--- config.mk ---
export PLATFORM = sky130hd
export DESIGN_NAME = transfer_rate_meter_unit
export DESIGN_NICKNAME = d
export VERILOG_FILES = /design/src/trm_pkg.sv /design/src/transfer_rate_meter_unit.sv
export SDC_FILE = /design/constraint.sdc
export NUM_CORES = 2
export LEC_CHECK = 0
export BUFFER_PORTS_ARGS = -buffer_cell sky130_fd_sc_hd__buf_2
export CAP_MARGIN = 30
export CORE_ASPECT_RATIO = 1.1
export CORE_UTILIZATION = 25
export CTS_BUF_LIST = sky130_fd_sc_hd__clkbuf_4 sky130_fd_sc_hd__clkbuf_8 sky130_fd_sc_hd__clkbuf_16
export DETAILED_ROUTE_END_ITERATION = 12
export GPL_TIMING_DRIVEN = 0
export HOLD_SLACK_MARGIN = 0.05
export PLACE_DENSITY_LB_ADDON = 0.25
export SLEW_MARGIN = 20
export SYNTH_ARGS = -nofsm -noshare
export SYNTH_HDL_FRONTEND = slang
export SYNTH_SLANG_ARGS = --single-unit
--- constraint.sdc ---
create_clock -name clk -period 10.6 [get_ports clk]
set_input_delay 1.59 -clock clk [delete_from_list [all_inputs] [get_ports clk]]
set_output_delay 1.59 -clock clk [all_outputs]
set_load 0.02 [all_outputs]
--- src/trm_pkg.sv ---
// Shared widths and constants of the transfer rate meter.
package trm_pkg;

  // Field widths
  localparam int unsigned CMD_W    = 1;
  localparam int unsigned COUNT_W  = 48;
  localparam int unsigned TIME_W   = 48;
  localparam int unsigned RATE_W   = 56;
  localparam int unsigned IVAL_W   = 24;

  // Packed channel widths
  localparam int unsigned IN_DATA_W  = COUNT_W + TIME_W;
  localparam int unsigned OUT_DATA_W = 2 * RATE_W;

  // Default ring depth
  localparam int unsigned SLOT_COUNT_DEF = 8;

  // Interval register reset value (one second)
  localparam logic [IVAL_W-1:0] IVAL_RESET = 24'd1000000;

  // Rate scale: microseconds per second times 2^8 fraction steps
  localparam int unsigned        SCALE_W    = 28;
  localparam logic [SCALE_W-1:0] RATE_SCALE = 28'd256000000;

  // Divider geometry: dividend is a 48 x 28 bit product
  localparam int unsigned DIVIDEND_W = COUNT_W + SCALE_W;
  localparam int unsigned STEP_W     = 7;
  localparam int unsigned HALF_W     = COUNT_W / 2;

  // Commands
  localparam logic CMD_RESTART = 1'b0;
  localparam logic CMD_SAMPLE  = 1'b1;

endpackage

--- src/transfer_rate_meter_unit.sv ---
// Top level of the transfer rate meter: sequencer, shared multiplier/divider and slot ring.
//
// Usage
//   Input requests arrive on in_t* (in_tuser = command, 0 restart, 1 sample;
//   in_tdata = byte count and microsecond timestamp). Each request yields one
//   result on out_t* (current ring-mean speed, average speed since restart,
//   and out_tuser set when the sample filled a new slot). Speeds are bytes per
//   second with 8 fraction bits. cfg_wr_en/cfg_wr_data set the minimum slot
//   interval in microseconds; write it only while the block is idle.
// Request flow
//   One request is in flight at a time; in_tready is low while it is worked.
//   A restart skips the divider. A sample divides for the average speed once time
//   has passed since restart; one that fills a slot first divides for the slot
//   speed and ring mean. Time goes to the bit-serial restoring divider (76 steps
//   per division) and to the one-read-port ring scan between those divisions.
// Reset and stall
//   rst_n low clears references, ring valid bits, the mean and the interval
//   (back to one second) and holds in_tready low. A finished result waits in
//   the output register while out_tready is low; the next request is accepted
//   meanwhile and its result waits until the register frees.
module transfer_rate_meter_unit
  import trm_pkg::*;
#(
  parameter int unsigned SLOT_COUNT = SLOT_COUNT_DEF
) (
  input  logic                  clk,
  input  logic                  rst_n,
  // Configuration
  input  logic                  cfg_wr_en,
  input  logic [IVAL_W-1:0]     cfg_wr_data,   // sample_interval_us
  // Input requests
  input  logic                  in_tvalid,
  output logic                  in_tready,
  input  logic [IN_DATA_W-1:0]  in_tdata,      // [47:0] byte_count, [95:48] time_us
  input  logic                  in_tuser,      // [0] command
  // Results
  output logic                  out_tvalid,
  input  logic                  out_tready,
  output logic [OUT_DATA_W-1:0] out_tdata,     // [55:0] current_speed, [111:56] average_speed
  output logic                  out_tuser      // [0] slot_written
);

  localparam int unsigned PTR_W = (SLOT_COUNT > 1) ? $clog2(SLOT_COUNT) : 1;
  localparam int unsigned CNT_W = $clog2(SLOT_COUNT + 1);
  localparam int unsigned SUM_W = RATE_W + CNT_W;

  // Sequencer states
  localparam logic [3:0] S_IDLE      = 4'd0;
  localparam logic [3:0] S_DECIDE    = 4'd1;
  localparam logic [3:0] S_MUL_LO    = 4'd2;
  localparam logic [3:0] S_MUL_HI    = 4'd3;
  localparam logic [3:0] S_DIV       = 4'd4;
  localparam logic [3:0] S_SUM       = 4'd5;
  localparam logic [3:0] S_MEAN      = 4'd6;
  localparam logic [3:0] S_AVG_SETUP = 4'd7;
  localparam logic [3:0] S_OUT       = 4'd8;

  // Division jobs
  localparam logic [1:0] OP_SLOT = 2'd0;
  localparam logic [1:0] OP_MEAN = 2'd1;
  localparam logic [1:0] OP_AVG  = 2'd2;

  localparam logic [STEP_W-1:0] STEP_FIRST = STEP_W'(DIVIDEND_W - 1);
  localparam logic [STEP_W-1:0] STEP_SAT   = STEP_W'(RATE_W);

  // Control state
  logic [3:0]            st_r, st_nxt;
  logic [1:0]            op_r;
  logic [IVAL_W-1:0]     ival_r;
  logic [COUNT_W-1:0]    ref_bytes_r, start_bytes_r;
  logic [TIME_W-1:0]     ref_time_r, start_time_r;
  logic [PTR_W-1:0]      ptr_r;
  logic [SLOT_COUNT-1:0] slot_vld_r;
  logic [RATE_W-1:0]     mean_r;
  logic [STEP_W-1:0]     step_r;
  logic [CNT_W-1:0]      k_r;
  logic                  rd_pend_r;
  logic                  rd_vld_r;
  logic                  out_valid_r;

  // Datapath registers
  logic                  cmd_r;
  logic [COUNT_W-1:0]    bytes_r, delta_r;
  logic [TIME_W-1:0]     now_r, dv_r;
  logic [DIVIDEND_W-1:0] num_r;
  logic [TIME_W-1:0]     rem_r;
  logic [RATE_W-1:0]     q_r;
  logic                  sat_r;
  logic [RATE_W-1:0]     avg_r;
  logic                  written_r;
  logic [SUM_W-1:0]      sum_r;
  logic [CNT_W-1:0]      cnt_r;
  logic [RATE_W-1:0]     rd_data_r;
  logic [RATE_W-1:0]     out_cur_r, out_avg_r;
  logic                  out_wr_r;

  logic [RATE_W-1:0]     slot_mem [SLOT_COUNT];

  // Combinational helpers
  logic                  in_acc;
  logic [TIME_W-1:0]     ival_eff;
  logic                  slot_due;
  logic                  last_step;
  logic [TIME_W:0]       rem_sh;
  logic                  ge;
  logic [TIME_W-1:0]     rem_nxt;
  logic [RATE_W-1:0]     q_nxt;
  logic                  sat_nxt;
  logic [RATE_W-1:0]     div_res;
  logic [HALF_W-1:0]     mul_a;
  logic [HALF_W+SCALE_W-1:0] prod;
  logic                  mem_we;
  logic                  k_live;
  logic [PTR_W-1:0]      rd_addr;
  logic                  acc_take;
  logic [SUM_W-1:0]      sum_nxt;
  logic [CNT_W-1:0]      cnt_nxt;
  logic                  out_free;

  assign in_acc    = in_tvalid && in_tready;
  assign in_tready = rst_n && (st_r == S_IDLE);
  assign out_free  = !out_valid_r || out_tready;

  // Interval of zero acts as one microsecond
  assign ival_eff = (ival_r == '0) ? TIME_W'(1) : TIME_W'(ival_r);
  assign slot_due = {1'b0, now_r} >= ({1'b0, ref_time_r} + {1'b0, ival_eff});

  // Shared multiplier: one 24 x 28 bit product per cycle
  assign mul_a = (st_r == S_MUL_LO) ? delta_r[HALF_W-1:0] : delta_r[COUNT_W-1:HALF_W];
  assign prod  = mul_a * RATE_SCALE;

  // Shared restoring divider step
  assign last_step = (step_r == '0);
  assign rem_sh    = {rem_r, num_r[DIVIDEND_W-1]};
  assign ge        = rem_sh >= {1'b0, dv_r};
  assign rem_nxt   = ge ? TIME_W'(rem_sh - {1'b0, dv_r}) : rem_sh[TIME_W-1:0];
  assign q_nxt     = {q_r[RATE_W-2:0], ge};
  assign sat_nxt   = sat_r || (ge && (step_r >= STEP_SAT));
  assign div_res   = sat_nxt ? {RATE_W{1'b1}} : q_nxt;

  assign mem_we = (st_r == S_DIV) && last_step && (op_r == OP_SLOT);

  // Ring scan: one read address per cycle, read data registered for the cycle after
  assign k_live   = (k_r < CNT_W'(SLOT_COUNT));
  assign rd_addr  = k_live ? k_r[PTR_W-1:0] : '0;
  assign acc_take = rd_pend_r && rd_vld_r && (rd_data_r != '0);
  assign sum_nxt  = acc_take ? sum_r + SUM_W'(rd_data_r) : sum_r;
  assign cnt_nxt  = acc_take ? cnt_r + CNT_W'(1) : cnt_r;

  // Next state
  always_comb begin
    st_nxt = st_r;
    case (st_r)
      S_IDLE: begin
        if (in_acc) st_nxt = S_DECIDE;
      end
      S_DECIDE: begin
        if (cmd_r == CMD_SAMPLE && slot_due) st_nxt = S_MUL_LO;
        else st_nxt = S_AVG_SETUP;
      end
      S_MUL_LO: st_nxt = S_MUL_HI;
      S_MUL_HI: st_nxt = S_DIV;
      S_DIV: begin
        if (last_step) begin
          case (op_r)
            OP_SLOT: st_nxt = S_SUM;
            OP_MEAN: st_nxt = S_AVG_SETUP;
            default: st_nxt = S_OUT;
          endcase
        end
      end
      S_SUM: begin
        if (!k_live) st_nxt = S_MEAN;
      end
      S_MEAN: begin
        if (cnt_r == '0) st_nxt = S_AVG_SETUP;
        else st_nxt = S_DIV;
      end
      S_AVG_SETUP: begin
        if (now_r > start_time_r) st_nxt = S_MUL_LO;
        else st_nxt = S_OUT;
      end
      S_OUT: begin
        if (out_free) st_nxt = S_IDLE;
      end
      default: st_nxt = S_IDLE;
    endcase
  end

  // Control registers
  always_ff @(posedge clk) begin
    if (!rst_n) begin
      st_r          <= S_IDLE;
      op_r          <= OP_SLOT;
      ival_r        <= IVAL_RESET;
      ref_bytes_r   <= '0;
      ref_time_r    <= '0;
      start_bytes_r <= '0;
      start_time_r  <= '0;
      ptr_r         <= '0;
      slot_vld_r    <= '0;
      mean_r        <= '0;
      step_r        <= '0;
      k_r           <= '0;
      rd_pend_r     <= 1'b0;
      rd_vld_r      <= 1'b0;
      out_valid_r   <= 1'b0;
    end else begin
      st_r      <= st_nxt;
      rd_pend_r <= (st_r == S_SUM) && k_live;
      rd_vld_r  <= slot_vld_r[rd_addr];

      if (cfg_wr_en) ival_r <= cfg_wr_data;

      // Fill the result register when done, release it once taken
      if (st_r == S_OUT && out_free) out_valid_r <= 1'b1;
      else if (out_tready) out_valid_r <= 1'b0;

      case (st_r)
        S_DECIDE: begin
          if (cmd_r == CMD_RESTART) begin
            ref_bytes_r   <= bytes_r;
            ref_time_r    <= now_r;
            start_bytes_r <= bytes_r;
            start_time_r  <= now_r;
            ptr_r         <= '0;
            slot_vld_r    <= '0;
            mean_r        <= '0;
          end else if (slot_due) begin
            ptr_r <= (ptr_r == PTR_W'(SLOT_COUNT - 1)) ? '0 : ptr_r + PTR_W'(1);
            op_r  <= OP_SLOT;
          end
        end
        S_MUL_HI: step_r <= STEP_FIRST;
        S_DIV: begin
          step_r <= step_r - STEP_W'(1);
          if (last_step) begin
            case (op_r)
              OP_SLOT: begin
                slot_vld_r[ptr_r] <= 1'b1;
                ref_bytes_r       <= bytes_r;
                ref_time_r        <= now_r;
                k_r               <= '0;
              end
              OP_MEAN: mean_r <= div_res;
              default: ;
            endcase
          end
        end
        S_SUM: begin
          if (k_live) k_r <= k_r + CNT_W'(1);
        end
        S_MEAN: begin
          if (cnt_r == '0) mean_r <= '0;
          op_r   <= OP_MEAN;
          step_r <= STEP_FIRST;
        end
        S_AVG_SETUP: op_r <= OP_AVG;
        default: ;
      endcase
    end
  end

  // Datapath registers
  always_ff @(posedge clk) begin
    if (in_acc) begin
      cmd_r   <= in_tuser;
      bytes_r <= in_tdata[COUNT_W-1:0];
      now_r   <= in_tdata[IN_DATA_W-1:COUNT_W];
    end

    case (st_r)
      S_IDLE: written_r <= 1'b0;
      S_DECIDE: begin
        avg_r <= '0;
        if (cmd_r == CMD_SAMPLE && slot_due) begin
          delta_r <= (bytes_r > ref_bytes_r) ? bytes_r - ref_bytes_r : '0;
          dv_r    <= now_r - ref_time_r;
        end
      end
      S_MUL_LO: num_r <= DIVIDEND_W'(prod);
      S_MUL_HI: begin
        num_r <= num_r + (DIVIDEND_W'(prod) << HALF_W);
        rem_r <= '0;
        q_r   <= '0;
        sat_r <= 1'b0;
      end
      S_DIV: begin
        num_r <= num_r << 1;
        rem_r <= rem_nxt;
        q_r   <= q_nxt;
        sat_r <= sat_nxt;
        if (last_step) begin
          if (op_r == OP_SLOT) begin
            written_r <= 1'b1;
            sum_r     <= '0;
            cnt_r     <= '0;
          end else if (op_r == OP_AVG) begin
            avg_r <= div_res;
          end
        end
      end
      S_SUM: begin
        sum_r <= sum_nxt;
        cnt_r <= cnt_nxt;
      end
      S_MEAN: begin
        num_r <= DIVIDEND_W'(sum_r);
        dv_r  <= TIME_W'(cnt_r);
        rem_r <= '0;
        q_r   <= '0;
        sat_r <= 1'b0;
      end
      S_AVG_SETUP: begin
        delta_r <= (bytes_r > start_bytes_r) ? bytes_r - start_bytes_r : '0;
        dv_r    <= now_r - start_time_r;
      end
      S_OUT: begin
        if (out_free) begin
          out_cur_r <= mean_r;
          out_avg_r <= avg_r;
          out_wr_r  <= written_r;
        end
      end
      default: ;
    endcase
  end

  // Slot ring storage
  always_ff @(posedge clk) begin
    if (mem_we) slot_mem[ptr_r] <= div_res;
    rd_data_r <= slot_mem[rd_addr];
  end

  assign out_tvalid = out_valid_r;
  assign out_tdata  = {out_avg_r, out_cur_r};
  assign out_tuser  = out_wr_r;

endmodule

# Word level (Yosys, flattened, before mapping)
# Memory sizes are Yosys's and may differ from the RTL's. A register that Yosys moved wholly into a read port is not among the register bits.
# Cells that the tools add are included.
[word_totals] mem_count=1 ramBits=448 register_bits=910 elab_cells=200 in_bits=126 out_inout_bits=115
[mem_list] name="slot_mem" depth=8 width=56 read_ports=1 rd_ports_with_merged_regs=1 write_ports=1 line="transfer_rate_meter_unit.sv:97" source="logic [RATE_W-1:0] slot_mem [SLOT_COUNT];"
[classes] n_reduce_logical=43 n_lt_le_gt_ge=10 n_mul=1 eq_ne=27 n_mux=73 bitwise=2 addsub=12
[ops] operator="2-to-1 mux 48 bit" n=11
[ops] operator="2-to-1 mux 56 bit" n=8
[ops] operator="case mux 48 bit (2 select lines)" n=4
[ops] operator="case mux 76 bit (4 select lines)" n=1
[ops] operator="subtractor 48 bit" n=5
[ops] operator="2-to-1 mux 60 bit" n=3
[ops] operator="case mux 56 bit (3 select lines)" n=1
[ops] operator="greater-than comparator 48 bit" n=3
[ops] operator="case mux 48 bit (3 select lines)" n=1
[ops] operator="case mux 60 bit (2 select lines)" n=1
[ops] operator="case mux 56 bit (2 select lines)" n=1
[ops] operator="case mux 55 bit (2 select lines)" n=1
[ops] operator="adder 76 bit" n=1
[ops] operator="adder 60 x 56 -> 60 bit" n=1
[ops] operator="nonzero test 56 bit" n=1
[ops] operator="adder 48 x 24 -> 49 bit" n=1
[ops] operator="greater-or-equal comparator 48 x 49 -> 1 bit" n=1
[ops] operator="greater-or-equal comparator 49 x 48 -> 1 bit" n=1
[ops] operator="2-to-1 mux 24 bit" n=2
[ops] operator="multiplier 24 x 14 -> 38 bit (second input constant)" n=1
[ops] operator="2-to-1 mux 4 bit" n=9
[ops] operator="case mux 4 bit (9 select lines)" n=1
[ops] operator="zero test 24 bit" n=1
[ops] operator="2-to-1 mux 8 bit" n=3
[ops] operator="other kinds (42)" n=105

# Logic depth before layout (Yosys ltp)
[logic_depth] depth_word=8 ltp_mapped=39

# Worst setup path after synthesis
# No wires, ideal clock.
[synth_path] path_type="flip-flop to flip-flop" start="reg st_r[2]" end="reg num_r[75] (data pin)" path_stages_with_launch=40 setup_time_ns=0.262 arrival_ns=9.213 n_path_buf=4 synth_period_minus_slack_ns=9.474 slack_ns=1.126 t_required_ns=10.338 path_cell_list="dfxtp_1 > clkbuf_1 > nand2b_1 > nor3_1 > buf_1 > clkbuf_1 > clkbuf_1 > mux2i_1 > inv_1 > ha_1 > fa_1 > fa_1 > fa_1 > ha_1 > inv_1 > fa_1 > inv_1 > ha_1 > (+4 left out) > o31ai_1 > and3_1 > o21ai_0 > nand2b_1 > a21oi_1 > xnor2_1 > ha_1 > nand2_1 > a21oi_1 > a221o_1 > a21oi_1 > o21ai_1 > a21oi_1 > nor2b_1 > a311o_1 > a21oi_1 > xnor2_1 > o21ai_1"
[synth_between] elab_chain_cells=5 word_cells_on_any_way=8 classes_between="add/sub: 1; mul: 1; eq/ne: 4; mux: 2"
[synth_lines] item="start, declared" line="transfer_rate_meter_unit.sv:67" source="logic [3:0] st_r, st_nxt;"
[synth_lines] item="start signal, assigned" line="transfer_rate_meter_unit.sv:209" source="st_r <= st_nxt;"
[synth_lines] item="== test 4 x 2 -> 1 bit" line="transfer_rate_meter_unit.sv:129, transfer_rate_meter_unit.sv:272"
[synth_lines] item="2-to-1 mux 24 bit" line="transfer_rate_meter_unit.sv:129" source="assign mul_a = (st_r == S_MUL_LO) ? delta_r[HALF_W-1:0] : delta_r[COUNT_W-1:HALF_W];"
[synth_lines] item="multiplier 24 x 14 -> 38 bit" line="transfer_rate_meter_unit.sv:130" source="assign prod = mul_a * RATE_SCALE;"
[synth_lines] item="adder 76 bit" line="transfer_rate_meter_unit.sv:283" source="num_r <= num_r + (DIVIDEND_W'(prod) << HALF_W);"
[synth_lines] item="case mux 76 bit (4 select lines) *" line="transfer_rate_meter_unit.sv:272" source="case (st_r)"
[synth_lines] item="end signal, assigned" line="transfer_rate_meter_unit.sv:281" source="S_MUL_LO: num_r <= DIVIDEND_W'(prod);"
[synth_lines] item="end signal, assigned" line="transfer_rate_meter_unit.sv:283"
[synth_lines] item="end signal, assigned" line="transfer_rate_meter_unit.sv:289" source="num_r <= num_r << 1;"
[synth_lines] item="end, declared" line="transfer_rate_meter_unit.sv:85" source="logic [DIVIDEND_W-1:0] num_r;"
# Mark *: on every way between the ends. The rest lies on a longest branch, timed or not.
# A chain may end at the register's enable or synchronous reset.

# Final worst setup path
# Ends and elaborated chain as after synthesis.

==> flow_metrics.env <==
export IMPL_grt_usage_pct=15.1
export IMPL_fp_coreArea_um2=309000
export IMPL_drv_slew=0
export IMPL_reg2reg_to="num_r[75]"
export IMPL_r2r_start="st_r[2]"
export IMPL_maxCapViolations=0
export IMPL_vias=56400
export IMPL_ys_seq_elements=1414
export IMPL_critPathMaxStageDelay_ns=0.58
export IMPL_grt_pass1_wl_um=363000
export IMPL_final_common_cell="edfxtp_1"
export IMPL_cpMostUsedCell="a21oi_1"
export IMPL_endpoint_kind="flop"
export IMPL_nFillCells=31900
export IMPL_place_ws_ns=-1.42
export IMPL_async_flop_share_pct=0
export IMPL_synthToLayoutAreaGrowth_pct=17.9
export IMPL_holdPathStages=0
export IMPL_nets=8373
export IMPL_timing_final_ws_setup_ns=0.580
export IMPL_fin_skew_ns=0.0818
export IMPL_drc=0
export IMPL_synth_area_per_cell_um2=10.9
export IMPL_synthFlopType="edfxtp_1"
export IMPL_initial_core_util_pct=25.1
export IMPL_crit_fanout=9
export IMPL_min_path_type="reg2reg"
export IMPL_cts_hold_buf=0
export IMPL_synthesis_nets=7867
export IMPL_die_h_um=587
export IMPL_crit_path_end="num_r[75]"
export IMPL_worst_pin_slew_ns=1.01
export IMPL_syn_area_um2=77700
export IMPL_cts_tree="built"
export IMPL_rrSetupSlack_ns=0.58
export IMPL_fin_hold_ws_ns=0.365
export IMPL_slew_headroom_pct=32.0
export IMPL_crit_start="st_r[2]"
export IMPL_post_dp_hpwl_um=185000
export IMPL_cts_buffers_inserted=170
export IMPL_num_io_pins=241
export IMPL_htree_num_levels=4
export IMPL_die_w_um=534
export IMPL_path_clk_slew_ns=0.06
export IMPL_yosysSeqAreaShare_pct=50.0
export IMPL_insertion_delay_ns=0.88
export IMPL_most_common_layout_cells="edfxtp_1, nand2_1, a21oi_1, ha_1, inv_1"
export IMPL_setup_violations=0
export IMPL_synth_cells=7107
export IMPL_path_class="reg2reg"
export IMPL_cts_root_buffer_cell="clkbuf_16"
export IMPL_via_per_inst=4.76
export IMPL_grt_ovfl_total=0
export IMPL_rsz0062_at_grt="false"
export IMPL_cp_required_ns=11.17
export IMPL_critPathArrivalTime_ns=10.59
export IMPL_routedWlPerCell_um=20.4
export IMPL_cts_sinks=1414
export IMPL_utilization_pct=29.7
export IMPL_drt_iter0_drc=3992
export IMPL_slowest_stage="fa_1"
export IMPL_clockBufferDepth=4
export IMPL_synth_cell_types=93
export IMPL_reg2reg_depth=37
export IMPL_grt_max_degree=49
export IMPL_max_freq_ghz=0.0998
export IMPL_wl_um=242000
export IMPL_fin_crit_sh_pct=94.5
export IMPL_fp_dieArea_um2=313000
export IMPL_synth_warnings=0
export IMPL_first_pass_iters=6
export IMPL_hold_viol=0
export IMPL_tns_ns=0
export IMPL_rows=214
export IMPL_port_buffers=238
export IMPL_antenna_found_initial=26
export IMPL_synth_edf_count=1055
export IMPL_grt_pass1_vias=57400
export IMPL_layout_drive_gt1_share_pct=11.9
export IMPL_drtAntennaViolNets=0
export IMPL_gp_congestion=0.874
export IMPL_post_route_min_period_ns=10.02
export IMPL_cp_start_kind="flop"
export IMPL_status="complete, no violations"
-- critical path, delay by kind of cell (launching register included) --
kind            cells  cell delay (ns)
compound gates     13             2.61
xor+xnor            2             0.50
buf+inv             5             0.91
simple gates        9             1.78
mux                 1             0.54
fa+ha+maj           7             3.08
flops               1             0.30
-- cells by family (layout without fill, tap and decap cells) --
family,count (synthesis),in the layout,synth area share [%]
and+or+nand+nor,1908,1908,11.4
AOI/OAI and AO/OA,1774,1774,14.8
DFF,1414,1414,50.0
buffers and inverters,787,1435,3.86
adders and majority gates,637,637,11.2
xor gates and xnor gates,404,404,4.57
muxes,183,183,4.17
other,0,7,0
-- area by class of cell --
class | instances | area [µm²] | area share [%]
plain buffers | 320 | 1280 | 1.40
well taps | 4104 | 5130 | 5.60
multi-input cells | 4906 | 36100 | 39.4
inverters | 467 | 1750 | 1.91
diodes | 7 | 17.5 | 0.0191
clock buffers | 231 | 4910 | 5.36
repair buffers | 334 | 2650 | 2.89
flip-flops and latches | 1414 | 38900 | 42.4
clock inverters | 83 | 940 | 1.03
-- flip-flops by register name, summed over array words and instances, names as in the netlist, 56 cells and up --
register,cells
avg_r,56
mean_r,56
num_r,76
out_avg_r,56
out_cur_r,56
rd_data_r,56
slot_mem,448
sum_r,60
-- layer usage --
metal / GRT usage [%] / share of wire (%) / routed length [µm] / up-vias
met3: 2.17 / 4.5 / 10900 / 328
met1: 20.1 / 45 / 110000 / 27900
met5: 0 / 0.024 / 59 / -
met4: 4.54 / 2.9 / 7080 / 10
met2: 25.3 / 47 / 114000 / 1261
li1: - / - / - / 27000
-- per-stage QoR --
step	area [µm²]	instances
floorplan	77700	7107
global placement	84000	11400
detailed placement	85600	11500
CTS	91500	11900
global route	91600	11900
finish	91700	11900
-- synth_stat cells (all sizes together) (40+ instances only) --
cell type / number / share of area [%]
edfxtp: 1055 / 41
nand2: 854 / 4.1
a21oi: 614 / 4.0
ha: 538 / 8.7
inv: 467 / 2.3
dfxtp: 359 / 9.2
nor2: 334 / 1.6
clkbuf: 280 / 1.4
o21ai: 256 / 1.6
a21o: 241 / 2.3
xnor2: 237 / 2.7
xor2: 166 / 1.9
and2: 134 / 1.1
mux4: 112 / 3.2
fa: 96 / 2.5
nand3: 96 / 0.62
o22ai: 94 / 0.93
nand4: 80 / 0.64
a22o: 76 / 0.86
o21bai: 69 / 0.67
nor3: 68 / 0.44
or2: 67 / 0.54
mux2i: 63 / 0.81
nor2b: 63 / 0.51
o21a: 59 / 0.57
a31oi: 54 / 0.43
a211oi: 53 / 0.52
nand2b: 53 / 0.43
and3: 50 / 0.40
buf: 40 / 0.25
-- worst min path at each step --
stage	endpoint	startpoint	slack (ns)
6_report	out_avg_r[53]	avg_r[53]	0.37
5_1_grt	out_avg_r[53]	avg_r[53]	0.38
4_1_cts	out_avg_r[53]	avg_r[53]	0.36
3_5_place_dp	out_avg_r[8]	avg_r[8]	0.41
3_3_place_gp	out_avg_r[37]	avg_r[37]	0.40
2_1_floorplan	out_avg_r[0]	avg_r[0]	0.40
-- what timing repair did --
action / CTS / global route
pin swaps: 0 / 1
setup buffers: 3 / 2
endpoints found under the setup margin: 15 / 7
gates cloned: 0 / 0
resized for setup: 11 / 16
Power is left out: the tool's default activity adds up to more than one toggle a clock period on the data nets, which glitch-free logic cannot reach.
